--- config.mk ---
export PLATFORM = sky130hd
export DESIGN_NAME = triggered_sample_capture_unit
export DESIGN_NICKNAME = d
export VERILOG_FILES = /design/src/design/tscu_pkg.sv /design/src/design/triggered_sample_capture_unit.sv /design/src/design/tscu_front.sv /design/src/design/tscu_queue.sv /design/src/design/tscu_back.sv
export VERILOG_INCLUDE_DIRS = /design/src /design/src/design
export SDC_FILE = /design/constraint.sdc
export NUM_CORES = 1
export LEC_CHECK = 0
export BUFFER_PORTS_ARGS = -buffer_cell sky130_fd_sc_hd__buf_2
export CORE_MARGIN = 8
export CORE_UTILIZATION = 55
export DETAILED_ROUTE_END_ITERATION = 10
export MAX_ROUTING_LAYER = met4
export PLACE_DENSITY = 0.74
export SLEW_MARGIN = 10
export SYNTH_ARGS = -nofsm -noshare
export SYNTH_HDL_FRONTEND = slang
export SYNTH_HIERARCHICAL = 1
export SYNTH_SLANG_ARGS = --single-unit
--- constraint.sdc ---
create_clock -name clock -period 20 [get_ports clock]
set_input_delay 0 -clock clock [delete_from_list [all_inputs] [get_ports clock]]
set_output_delay 0 -clock clock [all_outputs]
set_load 0.01 [all_outputs]
--- src/design/assert_macros.svh ---
// Assertion helper macros used by the top-level RTL.
// No dependencies; included by files that carry concurrent assertions.
`ifndef ASSERT_MACROS_SVH
`define ASSERT_MACROS_SVH

// antecedent implies consequent in the same cycle
`define ASSERT_IMPLY(lbl, clk, rst, ante, cons, msg) \
   lbl: assert property (@(posedge clk) disable iff (rst) (ante) |-> (cons)) \
      else $error(msg);

// condition never holds
`define ASSERT_NEVER(lbl, clk, rst, cond, msg) \
   lbl: assert property (@(posedge clk) disable iff (rst) !(cond)) \
      else $error(msg);

`endif

--- src/design/tscu_pkg.sv ---
// Shared types and constants of the triggered sample capture unit.
// No dependencies; imported by all tscu modules.
package tscu_pkg;

   localparam int NUM_SLOTS   = 8;
   localparam int SLOT_LIMIT  = (NUM_SLOTS > 8) ? 8 : NUM_SLOTS;
   localparam logic [3:0] SLOT_LIMIT_4 = 4'(SLOT_LIMIT);

   localparam int DATA_W      = 32;
   localparam int CTRL_W      = 16;
   localparam int CSR_IDX_W   = 2;

   localparam int QUEUE_DEPTH = 2;
   localparam int QPTR_W      = (QUEUE_DEPTH > 1) ? $clog2(QUEUE_DEPTH) : 1;
   localparam int QCNT_W      = $clog2(QUEUE_DEPTH + 1);

   localparam logic [CSR_IDX_W-1:0] CSR_CONTROL   = 2'd0;
   localparam logic [CSR_IDX_W-1:0] CSR_LIMIT     = 2'd1;
   localparam logic [CSR_IDX_W-1:0] CSR_THRESHOLD = 2'd2;

   localparam logic [3:0] MODE_UGT    = 4'd0;
   localparam logic [3:0] MODE_ULT    = 4'd1;
   localparam logic [3:0] MODE_SGT    = 4'd2;
   localparam logic [3:0] MODE_SLT    = 4'd3;
   localparam logic [3:0] MODE_EQ     = 4'd4;
   localparam logic [3:0] MODE_NE     = 4'd5;
   localparam logic [3:0] MODE_ALWAYS = 4'd6;

   localparam int CTRL_DONE_BIT   = 12;
   localparam int CTRL_ACTIVE_BIT = 13;
   localparam int CTRL_CONT_BIT   = 14;
   localparam int CTRL_ARM_BIT    = 15;

   typedef struct packed {
      logic [DATA_W-1:0] sample_0;
      logic [DATA_W-1:0] sample_1;
      logic [DATA_W-1:0] sample_2;
      logic [DATA_W-1:0] sample_3;
      logic [DATA_W-1:0] sample_4;
      logic [DATA_W-1:0] sample_5;
      logic [DATA_W-1:0] sample_6;
      logic [DATA_W-1:0] sample_7;
   } req_payload_type;

   typedef struct packed {
      logic [2:0]        channel_index;
      logic [DATA_W-1:0] sample_value;
      logic              last;
      logic              done_flag;
      logic              active_flag;
      logic              armed_flag;
   } rsp_payload_type;

   typedef struct packed {
      logic [7:0][DATA_W-1:0] samples;
      logic [3:0]             count;
      logic                   done;
      logic                   active;
      logic                   armed;
   } job_type;

   typedef struct packed {
      logic              valid;
      logic              full;
      logic [QCNT_W-1:0] count;
   } queue_status_type;

   typedef struct packed {
      logic       busy;
      logic [2:0] idx;
      logic [3:0] count;
   } back_status_type;

endpackage

--- src/design/triggered_sample_capture_unit.sv ---
// Channel  Handshake             Payload
// req      req_valid/req_stall   req_data   (eight 32-bit samples per tick)
// rsp      rsp_valid/rsp_stall   rsp_data   (one slot sample per response)
// csr      csr_valid/csr_ready   csr_index, csr_data
//
// The front end takes a tick while the queue is not full; a capturing tick with n slots
// yields n responses at one per cycle from the back end while rsp_stall is low, so the
// sustained tick rate is set by the back end's single response port.
// A two-entry job queue lets ticks be taken while responses drain.
// Synchronous reset clears registers, capture state and queue; no clear pass.
// Depends on tscu_pkg, tscu_front, tscu_queue, tscu_back, assert_macros.svh.
`include "assert_macros.svh"

module triggered_sample_capture_unit (
   input  logic                            clock,
   input  logic                            reset,
   input  logic                            req_valid,
   output logic                            req_stall,
   input  tscu_pkg::req_payload_type       req_data,
   output logic                            rsp_valid,
   input  logic                            rsp_stall,
   output tscu_pkg::rsp_payload_type       rsp_data,
   input  logic                            csr_valid,
   output logic                            csr_ready,
   input  logic [tscu_pkg::CSR_IDX_W-1:0]  csr_index,
   input  logic [tscu_pkg::DATA_W-1:0]     csr_data
);
   import tscu_pkg::*;

   logic             push, pop;
   job_type          push_job, head_job;
   queue_status_type q_status;
   back_status_type  b_status;

   assign csr_ready = 1'b1;

   tscu_front u_front (
      .clock     (clock),
      .reset     (reset),
      .req_valid (req_valid),
      .req_stall (req_stall),
      .req_data  (req_data),
      .csr_valid (csr_valid && csr_ready),
      .csr_index (csr_index),
      .csr_data  (csr_data),
      .push      (push),
      .push_job  (push_job),
      .q_status  (q_status)
   );

   tscu_queue u_queue (
      .clock    (clock),
      .reset    (reset),
      .push     (push),
      .push_job (push_job),
      .pop      (pop),
      .head_job (head_job),
      .status   (q_status)
   );

   tscu_back u_back (
      .clock     (clock),
      .reset     (reset),
      .q_status  (q_status),
      .head_job  (head_job),
      .pop       (pop),
      .rsp_valid (rsp_valid),
      .rsp_stall (rsp_stall),
      .rsp_data  (rsp_data),
      .status    (b_status)
   );

   `ASSERT_NEVER(a_push_full, clock, reset, push && q_status.full, "push into full queue")
   `ASSERT_IMPLY(a_idx_range, clock, reset, b_status.busy, ({1'b0, b_status.idx} < b_status.count) && (b_status.count != 4'd0), "slot index out of job range")
   `ASSERT_IMPLY(a_q_bound, clock, reset, 1'b1, q_status.count <= QCNT_W'(QUEUE_DEPTH), "queue count overflow")

endmodule

--- src/design/tscu_front.sv ---
// Front end: register file, trigger evaluation and capture state per tick.
// Depends on tscu_pkg; pushes one job per accepted emitting tick with a nonzero slot count into tscu_queue.
module tscu_front (
   input  logic                                clock,
   input  logic                                reset,
   input  logic                                req_valid,
   output logic                                req_stall,
   input  tscu_pkg::req_payload_type           req_data,
   input  logic                                csr_valid,
   input  logic [tscu_pkg::CSR_IDX_W-1:0]      csr_index,
   input  logic [tscu_pkg::DATA_W-1:0]         csr_data,
   output logic                                push,
   output tscu_pkg::job_type                   push_job,
   input  tscu_pkg::queue_status_type          q_status
);
   import tscu_pkg::*;

   logic [CTRL_W-1:0] control_ff;
   logic [DATA_W-1:0] limit_ff;
   logic [DATA_W-1:0] threshold_ff;
   logic              armed_ff, active_ff, done_ff;
   logic [DATA_W-1:0] count_ff;

   logic              armed_in, active_in, done_in;
   logic [DATA_W-1:0] count_in;

   logic [7:0][DATA_W-1:0] samples;
   logic [3:0]        slots_req, n_sat, tslot;
   logic [DATA_W-1:0] trig_val;
   logic              hit, emit, accept;

   assign req_stall = q_status.full;
   assign accept    = req_valid && !req_stall;

   always_comb begin
      samples = {req_data.sample_7, req_data.sample_6, req_data.sample_5,
                 req_data.sample_4, req_data.sample_3, req_data.sample_2,
                 req_data.sample_1, req_data.sample_0};
      slots_req = control_ff[11:8];
      n_sat     = (slots_req > SLOT_LIMIT_4) ? SLOT_LIMIT_4 : slots_req;
      tslot     = control_ff[7:4];
      trig_val  = (tslot < SLOT_LIMIT_4) ? samples[tslot[2:0]] : '0;

      case (control_ff[3:0])
         MODE_UGT:    hit = trig_val > threshold_ff;
         MODE_ULT:    hit = trig_val < threshold_ff;
         MODE_SGT:    hit = $signed(trig_val) > $signed(threshold_ff);
         MODE_SLT:    hit = $signed(trig_val) < $signed(threshold_ff);
         MODE_EQ:     hit = trig_val == threshold_ff;
         MODE_NE:     hit = trig_val != threshold_ff;
         MODE_ALWAYS: hit = 1'b1;
         default:     hit = 1'b0;
      endcase

      armed_in  = armed_ff;
      active_in = active_ff;
      done_in   = done_ff;
      count_in  = count_ff;
      if (armed_ff) begin
         if (hit) begin
            active_in = 1'b1;
         end
         if (active_in) begin
            armed_in = 1'b0;
            count_in = '0;
         end
      end
      emit = active_in || control_ff[CTRL_CONT_BIT];
      if (emit) begin
         count_in = count_in + 1'b1;
         if (count_in == limit_ff) begin
            done_in   = 1'b1;
            active_in = 1'b0;
         end
      end

      push            = accept && emit && (n_sat != 4'd0);
      push_job.samples = samples;
      push_job.count   = n_sat;
      push_job.done    = done_in;
      push_job.active  = active_in;
      push_job.armed   = armed_in;
   end

   always_ff @(posedge clock) begin
      if (reset) begin
         control_ff   <= '0;
         limit_ff     <= '0;
         threshold_ff <= '0;
         armed_ff     <= 1'b0;
         active_ff    <= 1'b0;
         done_ff      <= 1'b0;
         count_ff     <= '0;
      end else if (csr_valid) begin
         case (csr_index)
            CSR_CONTROL: begin
               control_ff <= csr_data[CTRL_W-1:0];
               done_ff    <= csr_data[CTRL_DONE_BIT];
               active_ff  <= csr_data[CTRL_ACTIVE_BIT];
               armed_ff   <= csr_data[CTRL_ARM_BIT];
            end
            CSR_LIMIT:     limit_ff     <= csr_data;
            CSR_THRESHOLD: threshold_ff <= csr_data;
            default: ;
         endcase
      end else if (accept) begin
         armed_ff  <= armed_in;
         active_ff <= active_in;
         done_ff   <= done_in;
         count_ff  <= count_in;
      end
   end

endmodule

--- src/design/tscu_queue.sv ---
// Short job queue between front and back end.
// Depends on tscu_pkg for job_type and depth constants.
module tscu_queue (
   input  logic                        clock,
   input  logic                        reset,
   input  logic                        push,
   input  tscu_pkg::job_type           push_job,
   input  logic                        pop,
   output tscu_pkg::job_type           head_job,
   output tscu_pkg::queue_status_type  status
);
   import tscu_pkg::*;

   job_type           entries_ff [QUEUE_DEPTH];
   logic [QPTR_W-1:0] wr_ptr_ff, rd_ptr_ff;
   logic [QCNT_W-1:0] count_ff;
   logic [QPTR_W-1:0] wr_ptr_in, rd_ptr_in;
   logic [QCNT_W-1:0] count_in;

   always_comb begin
      wr_ptr_in = wr_ptr_ff;
      rd_ptr_in = rd_ptr_ff;
      count_in  = count_ff;
      if (push) begin
         wr_ptr_in = (wr_ptr_ff == QPTR_W'(QUEUE_DEPTH - 1)) ? '0 : wr_ptr_ff + 1'b1;
      end
      if (pop) begin
         rd_ptr_in = (rd_ptr_ff == QPTR_W'(QUEUE_DEPTH - 1)) ? '0 : rd_ptr_ff + 1'b1;
      end
      if (push && !pop) begin
         count_in = count_ff + 1'b1;
      end else if (pop && !push) begin
         count_in = count_ff - 1'b1;
      end
      head_job     = entries_ff[rd_ptr_ff];
      status.valid = count_ff != '0;
      status.full  = count_ff == QCNT_W'(QUEUE_DEPTH);
      status.count = count_ff;
   end

   always_ff @(posedge clock) begin
      if (reset) begin
         wr_ptr_ff <= '0;
         rd_ptr_ff <= '0;
         count_ff  <= '0;
      end else begin
         wr_ptr_ff <= wr_ptr_in;
         rd_ptr_ff <= rd_ptr_in;
         count_ff  <= count_in;
      end
   end

   always_ff @(posedge clock) begin
      if (push) begin
         entries_ff[wr_ptr_ff] <= push_job;
      end
   end

endmodule

--- src/design/tscu_back.sv ---
// Back end: walks the slots of one job and drives the registered response.
// Depends on tscu_pkg; pops jobs from tscu_queue.
module tscu_back (
   input  logic                         clock,
   input  logic                         reset,
   input  tscu_pkg::queue_status_type   q_status,
   input  tscu_pkg::job_type            head_job,
   output logic                         pop,
   output logic                         rsp_valid,
   input  logic                         rsp_stall,
   output tscu_pkg::rsp_payload_type    rsp_data,
   output tscu_pkg::back_status_type    status
);
   import tscu_pkg::*;

   job_type         job_ff;
   logic            busy_ff;
   logic [2:0]      idx_ff;
   logic            rsp_valid_ff;
   rsp_payload_type rsp_ff;

   logic            out_free, send, last_now;

   assign out_free = !rsp_valid_ff || !rsp_stall;
   assign send     = busy_ff && out_free;
   assign last_now = ({1'b0, idx_ff} + 4'd1) == job_ff.count;
   assign pop      = q_status.valid && (!busy_ff || (send && last_now));

   assign rsp_valid    = rsp_valid_ff;
   assign rsp_data     = rsp_ff;
   assign status.busy  = busy_ff;
   assign status.idx   = idx_ff;
   assign status.count = job_ff.count;

   always_ff @(posedge clock) begin
      if (reset) begin
         busy_ff      <= 1'b0;
         idx_ff       <= '0;
         rsp_valid_ff <= 1'b0;
      end else begin
         if (pop) begin
            busy_ff <= 1'b1;
            idx_ff  <= '0;
         end else if (send && last_now) begin
            busy_ff <= 1'b0;
         end else if (send) begin
            idx_ff <= idx_ff + 1'b1;
         end
         if (send) begin
            rsp_valid_ff <= 1'b1;
         end else if (!rsp_stall) begin
            rsp_valid_ff <= 1'b0;
         end
      end
   end

   always_ff @(posedge clock) begin
      if (pop) begin
         job_ff <= head_job;
      end
      if (send) begin
         rsp_ff.channel_index <= idx_ff;
         rsp_ff.sample_value  <= job_ff.samples[idx_ff];
         rsp_ff.last          <= last_now;
         rsp_ff.done_flag     <= job_ff.done;
         rsp_ff.active_flag   <= job_ff.active;
         rsp_ff.armed_flag    <= job_ff.armed;
      end
   end

endmodule

==> flow_summary_export.csv, run 1 <==
group,metric,value,unit
detailed_routing,wire_per_inst,27.3,µm
detailed_routing,firstDrtPassIters,5,
detailed_routing,finalWirelength,112000,µm
finish,fin_util,64.8,%
worst_setup_path,startpoint_type,"flop",
detailed_routing,top_layer_used,"met4",
detailed_routing,wl_met3,11100,µm
synth,synth_nets,3002,
power,pwr-share-clk,33.7,%
place,io_buffers,335,
worst_setup_path,r2r_cells,18,
synth,synthCells,2672,
worst_setup_path,cp-endpoint,"u_queue/entries_ff[0][47]$_DFFE_PP_",
worst_setup_path,r2r-start,"u_front/control_ff[4]$_SDFFE_PP0P_",
finish,postLayoutCellArea,0.0483,mm²
place,gp_congestion,0.978,
timing,skew,0.0238,ns
timing,period_needed,8.73,ns
global_route,overflow,0,
cts,cts_setup_buffers,0,
detailed_routing,met1Wirelength,44200,µm
worst_setup_path,endpoint_kind,"flop",
power,power_frac_comb,17.0,%
timing,slew_headroom,11.3,%
finish,layout-drive-gt1-share,30.3,%
detailed_routing,drt-initial-drc-count,2772,
global_route,grtUsageTotal,26.6,%
worst_setup_path,r2r_setup_slack,11.27,ns
timing,grt_setup_unrepaired,"no",
timing,tightestPinTransition,1.33,ns
synth,yosys_warnings,6,
place,dpl_cell_area,0.0421,mm²
worst_setup_path,crit_fanout,160,
cts,insertion_delay,0.65,ns
finish,ff_latch_area,0.0273,mm²
timing,max_freq,115,MHz
floorplan,die_h,291,µm
floorplan,num_rows,100,
flow_run,maxCapViolCount,0,
timing,slew_violations,0,
power,power_density,112,mW/mm²
finish,final_common_cell,"edfxtp_1",
power,power.internal,4.02,mW
floorplan,core,0.0746,mm²
floorplan,num_io_pins,337,
global_route,grt_pass1_wl,163000,µm
cts,cts_root_buf,"clkbuf_16",
worst_hold_path,worst_hold_path.num_cells,5,
worst_setup_path,reg2reg_to,"u_queue/entries_ff[0][47]$_DFFE_PP_",
worst_setup_path,crit_start,"u_front/control_ff[4]$_SDFFE_PP0P_",
detailed_routing,vias,24408,
worst_setup_path,arrival,8.99,ns
place,place.detailed.hpwl,72700,µm
timing,finalSetupViolations,0,
worst_setup_path,critical_path_class,"reg2reg",
synth,syn-cell-area,0.0415,mm²
power,p_sw_share,25.9,%
floorplan,initial_core_util,55.6,%
timing,worst_slack,11.27,ns
detailed_routing,ant_nets,0,
detailed_routing,wl_met2,53600,µm
global_route,grt_max_degree,173,
global_route,grt_pass1_vias,25136,
cts,cts_made_buffers,96,
finish,fin_nets,3372,
place,dp_slack,11.36,ns
timing,hold_viol,0,
finish,layout_common_cells,"828 x edfxtp_1, 334 x buf_2, 295 x dlygate4sd3_1",
cts,cts_tree,"yes",
floorplan,die_w,291,µm
synth,syn_area_per_cell,15.5,µm²
power,peakVddDrop,0.0914,mV
finish,area_delta_synth_final,16.5,%
cts,cts_max_path_buffers,3,
detailed_routing,route.detailed.drc,0,
power,p_switching,1.40,mW
finish,multi_input_area,0.0115,mm²
worst_hold_path,hold_class,"in2reg",
finish,nFillCells,5035,
floorplan,die_area,0.0845,mm²
cts,htreeDepth,3,
timing,finalCritPeriodShare,43.7,%
power,seqPwrFrac,49.4,%
global_route,grt_antenna_before_repair,28,
timing,hold_ws,0.0520,ns
power,leakagePower,16.5,nW
cts,path_clk_slew,0.06,ns
detailed_routing,vias_per_cell,5.92,
outcome,run_status,"finished, final reports clean",
worst_setup_path,crit_required,20.25,ns
timing,tns,0,ns
cts,clock-sinks,950,
==> through the flow <==
| step | total power [mW] | cells |
|---|---|---|
| 3_3_place_gp | 3.52 | 3618 |
| 5_1_grt | 5.60 | 4119 |
| 3_5_place_dp | 3.56 | 3618 |
| 4_1_cts | 5.42 | 4091 |
| 6_report | 5.42 | 4121 |
| 2_1_floorplan | 3.39 | 2672 |
==> critical path, cell delays in order (launching register included) <==
cell and delay, ns:
dfxtp_4 0.92, buf_4 0.63, mux4_2 0.60, mux2i_1 0.23, nor2_1 0.07, ha_1 0.29
nand4_1 0.16, nor3_1 0.49, a21boi_0 0.26, o41ai_1 0.12, a21oi_2 0.33, mux2i_1 0.12
a21oi_1 0.37, nor3_1 0.12, buf_4 0.20, nor3_1 0.49, nor2b_4 0.86, buf_12 0.65
buf_4 0.97
==> power by group through the flow <==
stage                     Sequential (mW)  Clock (mW)  Combinational, mW
after detailed placement             2.71           0              0.851
after global placement               2.69           0              0.832
final                                2.68        1.83              0.921
after CTS                            2.67        1.85              0.907
after global routing                 2.71        1.92              0.969
after floorplan                      2.75           0              0.638
==> worst min path at each step <==
stage                      start                                    to  slack (ns)
finish                 req_valid        u_queue/wr_ptr_ff$_SDFFE_PP0P_        0.05
global route           req_valid        u_front/active_ff$_SDFFE_PP0P_        0.06
CTS                    req_valid        u_queue/wr_ptr_ff$_SDFFE_PP0P_        0.01
detailed placement  req_data[33]  u_queue/entries_ff[1][200]$_DFFE_PP_        0.20
global placement    req_data[25]  u_queue/entries_ff[0][256]$_DFFE_PP_        0.20
floorplan                  reset         u_back/rsp_valid$_SDFFE_PP0P_        0.07
==> timing repair <==
item	CTS	global route
gates resized for setup	0	0
endpoints found under the hold margin	620	0
hold buffers	295	0
==> registers in the layout (all words and copies together), names as in the netlist, named ones only <==
name,flops
u_back/busy_ff,1
u_back/idx_ff,3
u_back/job_ff,259
u_back/rsp_data,39
u_back/rsp_valid,1
u_back/status,4
u_front/active_ff,1
u_front/armed_ff,1
u_front/control_ff,13
u_front/count_ff,32
u_front/done_ff,1
u_front/limit_ff,32
u_front/threshold_ff,32
u_queue/count_ff,2
u_queue/entries_ff,526
u_queue/rd_ptr_ff,1
u_queue/wr_ptr_ff,1
==> final cells by class <==
| class | instances | area share (%) |
|---|---|---|
| clock buffer | 115 | 5.21 |
| clock inverter | 63 | 1.43 |
| antenna | 30 | 0.155 |
| timing repair buffer | 657 | 10.1 |
| sequential | 950 | 56.6 |
| multi-input combinational | 1295 | 23.7 |
| tap | 969 | 2.51 |
| inverter | 42 | 0.326 |
==> routing by layer <==
metal	GRT usage, %	vias to the layer above
met5	-	-
met4	8.99	0
met3	6.38	216
met2	41.2	1295
met1	34.5	12285
li1	-	10612
No activity file was read; power rests on OpenSTA's default activity.
==> run 2, diff against run 1 <==
==> constraint.sdc (replaced) <==
create_clock -name clock -period 8.8 [get_ports clock]
set_input_delay 0 -clock clock [delete_from_list [all_inputs] [get_ports clock]]
set_output_delay 0 -clock clock [all_outputs]
set_load 0.01 [all_outputs]
==> flow_summary_export.csv, run 2 (synthesis results as in run 1) <==
group,metric,value,unit
detailed_routing,ant_nets,0,
power,power.internal,9.22,mW
detailed_routing,wire_per_inst,26.8,µm
global_route,grt_antenna_before_repair,28,
timing,grt_setup_unrepaired,"no",
power,power_frac_comb,16.7,%
floorplan,num_io_pins,337,
power,leakagePower,16.6,nW
finish,regMostFlops,"u_queue/entries_ff",
global_route,grtUsageTotal,26.1,%
timing,tns,0,ns
finish,layout-drive-gt1-share,30.2,%
power,power_density,255,mW/mm²
cts,insertion_delay,0.66,ns
timing,slew_violations,0,
floorplan,initial_core_util,55.6,%
timing,tightestPinTransition,1.19,ns
place,place.detailed.hpwl,71600,µm
worst_setup_path,cp_slowest_cell,"dfxtp_4",
cts,cts-hold-fix-buffers,299,
detailed_routing,vias,24640,
cts,cts_max_path_buffers,3,
power,seqPwrFrac,49.2,%
detailed_routing,drt-initial-drc-count,2801,
finish,layout_common_cells,"828 x edfxtp_1, 334 x buf_2, 299 x dlygate4sd3_1",
global_route,grt_max_degree,157,
timing,finalCritPeriodShare,92.7,%
flow_run,maxCapViolCount,0,
power,p_sw_share,25.7,%
cts,post_cts_resized,0,
worst_setup_path,endpoint_kind,"flop",
detailed_routing,route.detailed.drc,0,
place,gp_congestion,0.979,
floorplan,die_w,291,µm
detailed_routing,vias_per_cell,5.96,
power,p_switching,3.19,mW
finish,area_delta_synth_final,17.1,%
worst_setup_path,arrival,8.67,ns
floorplan,die_h,291,µm
finish,largest_register_ffs,526,
worst_setup_path,cp_slowest_stage_delay,0.74,ns
power,peakVddDrop,0.302,mV
cts,cts_setup_buffers,0,
cts,clock-sinks,950,
timing,finalSetupViolations,0,
floorplan,num_rows,100,
finish,fin_nets,3383,
timing,hold_viol,0,
finish,final_common_cell,"edfxtp_1",
cts,path_clk_slew,0.06,ns
global_route,grt_pass1_wl,162000,µm
cts,cts_root_buf,"clkbuf_16",
worst_setup_path,critical_path_class,"reg2reg",
worst_setup_path,crit_fanout,25,
finish,nFillCells,5030,
cts,cts_made_buffers,93,
timing,skew,0.0298,ns
worst_hold_path,hold_class,"in2reg",
cts,cts_tree,"yes",
worst_setup_path,startpoint_type,"flop",
outcome,run_status,"finished, final reports clean",
global_route,overflow,0,
timing,slew_headroom,20.9,%
worst_setup_path,crit_required,9.31,ns
timing,period_needed,8.16,ns
power,pwr-share-clk,34.0,%
cts,htreeDepth,3,
place,io_buffers,335,
detailed_routing,finalWirelength,111000,µm
detailed_routing,firstDrtPassIters,6,
floorplan,die_area,0.0845,mm²
power,power,12.4,mW
floorplan,core,0.0746,mm²
global_route,grt_pass1_vias,25124,
timing,max_freq,123,MHz
[run 2: cell type report]
cell class | instances | area [µm²] | area share, %
Clock inverter | 58 | 753 | 1.55
Inverter | 42 | 158 | 0.325
Antenna cell | 30 | 75.1 | 0.155
Timing Repair Buffer | 671 | 5050 | 10.4
Multi-Input combinational cell | 1295 | 11500 | 23.6
Clock buffer | 116 | 2520 | 5.18
Tap cell | 969 | 1210 | 2.50
Sequential cell | 950 | 27300 | 56.3
[run 2: stage by stage]
stage	worst slack, ns	cells	utilization [%]	instance area [µm²]	hold slack [ns]
floorplan	0.227	2672	-	41500	0.0691
global placement	0.979	3628	56.6	42200	0.203
detailed placement	0.679	3628	56.6	42200	0.205
CTS	0.664	4101	65.0	48500	0.00590
global route	0.0505	4130	65.1	48500	0.0749
finish	0.639	4131	65.1	48600	0.0872
[run 2: worst max-delay path: cells and delay by family (launching register included)]
family / cells / cell delay (ns)
and+or+nand+nor: 13 / 4.09
buffers and inverters: 1 / 0.38
AOI/OAI and AO/OA: 4 / 0.90
xor gates and xnor gates: 1 / 0.18
adders and majority gates: 2 / 0.54
DFF: 1 / 0.74
muxes: 4 / 1.17
[run 2: power groups by stage]
stage               Sequential, mW  Combinational (mW)  Clock (mW)
floorplan                     6.08                1.45           0
global placement              6.13                1.87           0
detailed placement            6.17                1.91           0
CTS                           6.09                2.04        4.25
global route                  6.17                2.18        4.44
finish                        6.11                2.08        4.22
[run 2: worst paths after layout]
path / startpoint / endpoint / slack (ns) / cells past startpoint
setup / recovery: u_front/control_ff[4]$_SDFFE_PP0P_ / u_queue/entries_ff[0][2]$_DFFE_PP_ / 0.64 / 25
hold / removal: req_valid / u_queue/wr_ptr_ff$_SDFFE_PP0P_ / 0.09 / 5
setup reg to reg: u_front/control_ff[4]$_SDFFE_PP0P_ / u_queue/entries_ff[0][2]$_DFFE_PP_ / 0.64 / 25
hold reg to reg: u_back/job_ff[1]$_DFFE_PP_ / u_back/rsp_data[1]$_DFFE_PP_ / 0.41 / 0
[run 2: metal layers]
metal / wire, µm / GRT usage [%] / part of all wire [%] / vias to the layer above
met5: 0 / - / 0 / -
met3: 9950 / 5.05 / 9.0 / 156
met1: 45400 / 35.2 / 41 / 12564
met4: 2320 / 7.75 / 2.1 / 0
met2: 52900 / 40.5 / 48 / 1278
li1: - / - / - / 10642
